<file path="src/hdl/mtxq_pkg.sv">
// Package for the mutex with wait queue: sizes, codes and types.
// No dependencies; used by mtxq_queue and mutex_grant_with_wait_queue.
package mtxq_pkg;

  localparam int unsigned QueueDepth = 128;
  localparam int unsigned IdBits     = 16;
  localparam int unsigned PtrBits    = $clog2(QueueDepth);
  localparam int unsigned CntBits    = $clog2(QueueDepth + 1);
  localparam int unsigned InDataW    = ((IdBits + 7) / 8) * 8;
  localparam int unsigned OutDataW   = ((2 * IdBits + 7) / 8) * 8;
  localparam int unsigned StatusBits = 2;

  typedef logic [IdBits-1:0] id_t;

  typedef enum logic {
    KIND_LOCK   = 1'b0,
    KIND_UNLOCK = 1'b1
  } kind_e;

  typedef enum logic [StatusBits-1:0] {
    ST_OK      = 2'd0,
    ST_ALREADY = 2'd1,
    ST_DENIED  = 2'd2,
    ST_FULL    = 2'd3
  } status_e;

  typedef enum logic [1:0] {
    S_IDLE,
    S_GRANT,
    S_SECOND
  } state_e;

  typedef struct packed {
    logic push;
    logic pop;
    id_t  data;
  } q_req_t;

  typedef struct packed {
    logic               empty;
    logic               full;
    logic [CntBits-1:0] count;
  } q_stat_t;

endpackage

</file>
<file path="src/hdl/mtxq_queue.sv">
// Circular wait queue of requester ids held in a synchronous memory.
// Depends on mtxq_pkg; read data is registered on a pop and appears in the cycle after it.
module mtxq_queue (
  input  logic             clk_i,
  input  logic             rst_ni,
  input  mtxq_pkg::q_req_t req_i,
  output mtxq_pkg::id_t    rdata_o,
  output mtxq_pkg::q_stat_t stat_o
);
  import mtxq_pkg::*;

  id_t                mem [QueueDepth];
  id_t                rdata_q;
  logic [PtrBits-1:0] head_q, head_d;
  logic [PtrBits-1:0] tail_q, tail_d;
  logic [CntBits-1:0] count_q, count_d;

  always_ff @(posedge clk_i) begin
    if (req_i.push) begin
      mem[tail_q] <= req_i.data;
    end
    if (req_i.pop) begin
      rdata_q <= mem[head_q];
    end
  end

  always_comb begin
    head_d  = head_q;
    tail_d  = tail_q;
    count_d = count_q;
    if (req_i.push) begin
      tail_d = (tail_q == PtrBits'(QueueDepth - 1)) ? '0 : tail_q + PtrBits'(1);
    end
    if (req_i.pop) begin
      head_d = (head_q == PtrBits'(QueueDepth - 1)) ? '0 : head_q + PtrBits'(1);
    end
    if (req_i.push && !req_i.pop) begin
      count_d = count_q + CntBits'(1);
    end else if (req_i.pop && !req_i.push) begin
      count_d = count_q - CntBits'(1);
    end
  end

  always_ff @(posedge clk_i or negedge rst_ni) begin
    if (!rst_ni) begin
      head_q  <= '0;
      tail_q  <= '0;
      count_q <= '0;
    end else begin
      head_q  <= head_d;
      tail_q  <= tail_d;
      count_q <= count_d;
    end
  end

  assign rdata_o      = rdata_q;
  assign stat_o.count = count_q;
  assign stat_o.empty = (count_q == '0);
  assign stat_o.full  = (count_q == CntBits'(QueueDepth));

endmodule

</file>
<file path="src/hdl/mutex_grant_with_wait_queue.sv">
// Top level of the mutex with a first-in first-out wait queue.
// Depends on mtxq_pkg and mtxq_queue.
//
//   port group  dir  tdata                          tuser       tlast
//   s_axis      in   requester_id                   kind        -
//   m_axis      out  dest_id [15:0], holder_id [31:16]  status  last
//
// A request that needs no queue read gives its reply, if it has one, in the cycle
// after it is accepted; a lock that is queued gives none. The next request can
// be accepted in the following cycle if m_axis is ready or no reply is pending.
// An unlock that hands the mutex to a waiter reads the queue memory (a registered
// read) and then sends two replies.
// Reset frees the mutex and empties the queue. A stalled m_axis holds back
// s_axis_tready; a new request waits until the reply register can take it.
module mutex_grant_with_wait_queue (
  input  logic                                clk_i,
  input  logic                                rst_ni,
  input  logic                                s_axis_tvalid,
  output logic                                s_axis_tready,
  input  logic [mtxq_pkg::InDataW-1:0]        s_axis_tdata,  // requester_id
  input  logic                                s_axis_tuser,  // kind
  output logic                                m_axis_tvalid,
  input  logic                                m_axis_tready,
  output logic [mtxq_pkg::OutDataW-1:0]       m_axis_tdata,  // dest_id, holder_id
  output logic [mtxq_pkg::StatusBits-1:0]     m_axis_tuser,  // status
  output logic                                m_axis_tlast   // last
);
  import mtxq_pkg::*;

  state_e  state_q, state_d;
  id_t     holder_q, holder_d;
  id_t     req_id_q, req_id_d;
  logic    out_valid_q, out_valid_d;
  id_t     out_dest_q, out_dest_d;
  id_t     out_holder_q, out_holder_d;
  status_e out_status_q, out_status_d;
  logic    out_last_q, out_last_d;
  logic    out_free;
  logic    accept;
  id_t     in_id;
  kind_e   in_kind;
  q_req_t  q_req;
  q_stat_t q_stat;
  id_t     q_rdata;

  mtxq_queue u_queue (
    .clk_i  (clk_i),
    .rst_ni (rst_ni),
    .req_i  (q_req),
    .rdata_o(q_rdata),
    .stat_o (q_stat)
  );

  assign in_id         = s_axis_tdata[IdBits-1:0];
  assign in_kind       = kind_e'(s_axis_tuser);
  assign out_free      = !out_valid_q || m_axis_tready;
  assign s_axis_tready = (state_q == S_IDLE) && out_free;
  assign accept        = s_axis_tvalid && s_axis_tready;

  always_comb begin
    state_d      = state_q;
    holder_d     = holder_q;
    req_id_d     = req_id_q;
    out_valid_d  = out_valid_q && !m_axis_tready;
    out_dest_d   = out_dest_q;
    out_holder_d = out_holder_q;
    out_status_d = out_status_q;
    out_last_d   = out_last_q;
    q_req        = '{push: 1'b0, pop: 1'b0, data: in_id};

    unique case (state_q)
      S_IDLE: begin
        if (accept) begin
          out_dest_d = in_id;
          out_last_d = 1'b1;
          if (in_kind == KIND_LOCK) begin
            if (holder_q == '0) begin
              holder_d     = in_id;
              out_valid_d  = 1'b1;
              out_status_d = ST_OK;
              out_holder_d = in_id;
            end else if (holder_q == in_id) begin
              out_valid_d  = 1'b1;
              out_status_d = ST_ALREADY;
              out_holder_d = holder_q;
            end else if (q_stat.full) begin
              out_valid_d  = 1'b1;
              out_status_d = ST_FULL;
              out_holder_d = holder_q;
            end else begin
              q_req.push = 1'b1;
            end
          end else begin
            if (holder_q == '0 || holder_q == in_id) begin
              if (q_stat.empty) begin
                holder_d     = '0;
                out_valid_d  = 1'b1;
                out_status_d = ST_OK;
                out_holder_d = '0;
              end else begin
                q_req.pop = 1'b1;
                req_id_d  = in_id;
                state_d   = S_GRANT;
              end
            end else begin
              out_valid_d  = 1'b1;
              out_status_d = ST_DENIED;
              out_holder_d = holder_q;
            end
          end
        end
      end
      S_GRANT: begin
        // The reply register was freed when the unlock was accepted.
        holder_d     = q_rdata;
        out_valid_d  = 1'b1;
        out_dest_d   = req_id_q;
        out_status_d = ST_OK;
        out_holder_d = q_rdata;
        out_last_d   = 1'b0;
        state_d      = S_SECOND;
      end
      S_SECOND: begin
        if (m_axis_tready) begin
          out_valid_d  = 1'b1;
          out_dest_d   = holder_q;
          out_status_d = ST_OK;
          out_holder_d = holder_q;
          out_last_d   = 1'b1;
          state_d      = S_IDLE;
        end
      end
      default: state_d = S_IDLE;
    endcase
  end

  always_ff @(posedge clk_i or negedge rst_ni) begin
    if (!rst_ni) begin
      state_q     <= S_IDLE;
      holder_q    <= '0;
      out_valid_q <= 1'b0;
    end else begin
      state_q     <= state_d;
      holder_q    <= holder_d;
      out_valid_q <= out_valid_d;
    end
  end

  always_ff @(posedge clk_i) begin
    req_id_q     <= req_id_d;
    out_dest_q   <= out_dest_d;
    out_holder_q <= out_holder_d;
    out_status_q <= out_status_d;
    out_last_q   <= out_last_d;
  end

  assign m_axis_tvalid = out_valid_q;
  assign m_axis_tdata  = OutDataW'({out_holder_q, out_dest_q});
  assign m_axis_tuser  = out_status_q;
  assign m_axis_tlast  = out_last_q;

  a_pop_not_empty: assert property (@(posedge clk_i) disable iff (!rst_ni)
    q_req.pop |-> !q_stat.empty)
    else $error("queue popped while empty");

  a_push_not_full: assert property (@(posedge clk_i) disable iff (!rst_ni)
    q_req.push |-> !q_stat.full)
    else $error("queue pushed while full");

  a_grant_first_reply: assert property (@(posedge clk_i) disable iff (!rst_ni)
    (state_q == S_GRANT) |=> (m_axis_tvalid && !m_axis_tlast && state_q == S_SECOND))
    else $error("first of two replies not presented after queue read");

  a_ready_only_idle: assert property (@(posedge clk_i) disable iff (!rst_ni)
    s_axis_tready |-> (state_q == S_IDLE && !q_req.pop && !q_req.push) || accept)
    else $error("request port ready outside idle");

endmodule
</file>
<file path="config.mk">
export PLATFORM = sky130hd
export DESIGN_NAME = mutex_grant_with_wait_queue
export DESIGN_NICKNAME = d
export VERILOG_FILES = /design/src/hdl/mtxq_pkg.sv /design/src/hdl/mtxq_queue.sv /design/src/hdl/mutex_grant_with_wait_queue.sv
export SDC_FILE = /design/constraint.sdc
export NUM_CORES = 2
export LEC_CHECK = 0
export BUFFER_PORTS_ARGS = -buffer_cell sky130_fd_sc_hd__buf_2
export CAP_MARGIN = 20
export CORE_MARGIN = 2
export CORE_UTILIZATION = 35
export CTS_CLUSTER_DIAMETER = 50
export CTS_CLUSTER_SIZE = 30
export DETAILED_ROUTE_END_ITERATION = 10
export SLEW_MARGIN = 5
export SYNTH_ARGS = -nofsm -noshare
export SYNTH_HDL_FRONTEND = slang
export SYNTH_HIERARCHICAL = 1
export SYNTH_SLANG_ARGS = --single-unit
export TNS_END_PERCENT = 5
</file>
<file path="constraint.sdc">
create_clock -name clk_i -period 3.85 [get_ports clk_i]
set_input_delay 0.9625 -clock clk_i [delete_from_list [all_inputs] [get_ports clk_i]]
set_output_delay 0.9625 -clock clk_i [all_outputs]
set_load 0.005 [all_outputs]
</file>
==> results.md <==
- Outcome: finished, final reports clean
- Post-synthesis mux area share: 14.5%
- WL/cell: 29.4 um
- Routability Congestion: 0.890
- Ys flop type: edfxtp_1
- Fraction of the mapped netlist area in adder cells: 0.217%
- Rel. slew slack: 20.2%
- NumNets Final: 4588
- Placed insts: 7555
- Mapped Nets: 4128
- Main combinational cell family by area after synthesis: multiplexers
- Period utilization: 99.1%
- CP max FO: 10
- Initial DRC count: 5504
- Fmax achieved: 262 MHz
- Bufs on Longest Clock Path: 3
- CP Launch Type: flop
- Detail Route Antenna Nets: 0
- # IOs: 58
- Post-synth top cells: 2115 x edfxtp_1, 399 x mux4_2, 295 x mux2i_1
- Initial Util: 35.1%
- Number of global-route vias before repair: 42273
- Power per standard cell area: 516 mW/mm^2
- Die H: 494 um
- Die footprint: 0.244 sq mm
- Area Overhead vs Synth: 17.9%
- Xor/xnor share of the synthesized area: 0.291%
- Hold_buf cts: 0
- Maximum vdd drop: 426 uV
- Seq/Total Area, Yosys: 76.7%
- Slew @ Worst Pin: 1.20 ns
- Post-synthesis instance total: 4093
- First-pass GRT wire length: 326000 um
- Share of layout cells above drive strength 1: 28.0%
- Fin crit period: 3.81 ns
- TritonCTS Sinks: 2156
- P_leak: 30.5 nW
- Site Rows: 180
- DRC viols: 0
- Worst Path Class, Setup: flop to flop
- Most common cell in the synthesized netlist: edfxtp_1
- Pre-antenna DRT Iters: 6
- Core area: 0.240 sq mm
- Final cell count without fillers: 7891
- GRT Total Usage: 18.7%
- Final Max Slew Viols: 0
- Clock skew: 0.0385 ns
- EDFF count, synth: 2115
- Share of the synthesized area in the top cell type: 75.5%
- Power consumption: 0.0512 W
- Ys async rst share: 1.90%
- MaxCap Viol Count: 0
- Unique cell type count in the Yosys netlist: 67
- Data arrival, critical path: 4.37 ns
- Synth Area in Compound Gates: 4.59%
- Clock latency at the later pin of the worst-skew pair: 0.85 ns
- R2R Setup Slk: 0.04 ns
- Core Util, Final: 41.4%
- Overall die width: 494 um
- Req. time, crit path: 4.41 ns
- Via density per instance: 5.50
- Cell taking the most area after synthesis: edfxtp_1
- Final setup vio count: 0
- Mapped cell area: 0.0842 sq mm
- DRT Wirelength: 232000 um
- Clk slew on worst S/H paths: 0.07 ns
- Synth Area in Simple Gates: 1.93%
- Vias: 43367
- Post-DP HPWL: 150000 um
- Syn_area_per_cell: 20.6 sq um
- Initial antenna violation count: 13
- Yosys warns: 6
- Final Hold Vio Count: 0
- CTS tree: done
- GRT overflow: 0
- I/O Buffers: 57
- Flops & latches, synth: 2156
- Total CTS buffers: 173
- Root Buffer Master: clkbuf_16
- H-tree Lvls: 4
- Crit end category: flop
- Largest net degree at the start of global routing: 88
- Worst hold-check path type: primary input to asynchronous set/reset pin
- Top cells by area, synth: edfxtp_1 75%, mux4_2 11%, mux2i_1 3.5%
placed cells by master, fill, tap and decap left out, drive strengths merged, types with 6 or more instances in the layout:
master and count:
nand2 81, nor2b 14, a31oi 23, bufinv 9, mux4 399, a21oi 109, o22ai 27, clkinvlp 13
o221ai 19, clkinv 49, a21o 6, dfrtp 41, nand3 45, clkbuf 185, a221o 6, nor4 8
a22oi 145, edfxtp 2115, xnor2 23, o21ai 58, inv 86, nor3 13, and2 7, mux2i 295
buf 530, nor2 182, a22o 31, a211oi 40, a2bb2oi 6, ha 13, a221oi 51, nand4 7
mux2 20
sequential cells by signal, indices dropped and copies added (netlist names), 2 cells and up:
name             count
u_queue/head_q       7
u_queue/count_q      8
state_q              2
holder_q            16
u_queue/rdata_o     16
req_id_q            16
out_holder_q        16
m_axis_tuser         2
out_dest_q          16
u_queue/mem       2048
u_queue/tail_q       7
repair_timing:
item                       4_1_cts  5_1_grt
cloned                           0        0
setup endpoints to repair       85      392
gates resized for setup         11       14
setup buffers                    1        7
pin swaps                        2       10
hold endpoints to repair         0        0
stage by stage:
stage	setup TNS, ns	instance area, sq um	hold slack, ns	setup WS, ns
after floorplan	-28.87	84200	0.478	-0.390
after global placement	-642.46	92800	0.519	-0.771
after detailed placement	-659.11	92800	0.521	-0.695
after CTS	-0.0233	99100	0.217	-0.0233
after global routing	-0.00592	99200	0.283	-0.00475
final	0	99200	0.268	0.0357
worst max-delay path, cell delays in order (launching register included):
cell and delay, ns:
dfrtp_1 0.43, buf_12 0.18, xnor2_4 0.15, nand4_1 0.37, buf_6 0.24, nor4_4 0.04
buf_4 0.16, or2_2 0.31, nor4_4 0.25, buf_6 0.24, buf_4 0.16, nand4_1 0.20
buf_12 0.24, nor2_1 0.31, buf_4 0.20
path summary, 6_finish.rpt:
kind	cells past startpoint	startpoint	to
min in group clk_i	3	s_axis_tvalid	m_axis_tvalid
max in group asynchronous	2	rst_ni	holder_q[3]
worst min register to register	2	u_queue/count_q[5]	u_queue/count_q[5]
worst min-delay path	1	rst_ni	m_axis_tvalid
worst max-delay path	14	holder_q[10]	u_queue/mem[63][10]
worst max register to register	14	holder_q[10]	u_queue/mem[63][10]
power by group:
part | switching [W] | internal (W) | total (W)
Sequential | 0.000210 | 0.0261 | 0.0263
Combinational | 0.00333 | 0.00230 | 0.00563
Clock | 0.00955 | 0.00969 | 0.0192
layer usage:
layer  vias to the layer above  track usage, %  wire, um
met2                      1862            28.7    107000
met1                     23154            27.0     98700
met4                         8            5.80      7070
li1                      18053               -         -
met3                       290            3.53     19300
met5                         -               0        50
logic make-up (layout without fill, tap and decap cells):
kind of cell	Yosys count	in the layout
mux	714	714
simple gates	373	373
flops	2156	2156
xor+xnor	28	28
fa+ha+maj	14	14
buf+inv	261	872
other cells	0	2
compound gates	547	547
area by class of cell:
cell class / instances / area [sq um]
flip-flops and latches: 2156 / 64600
clock inverters: 141 / 1810
repair buffers: 530 / 6020
clock buffers: 185 / 4460
diodes: 2 / 5.00
inverters: 16 / 60.1
well taps: 3185 / 3990
fillers: 20759 / 141000
multi-input cells: 1676 / 18300
Power figures use the tool's default switching activity.
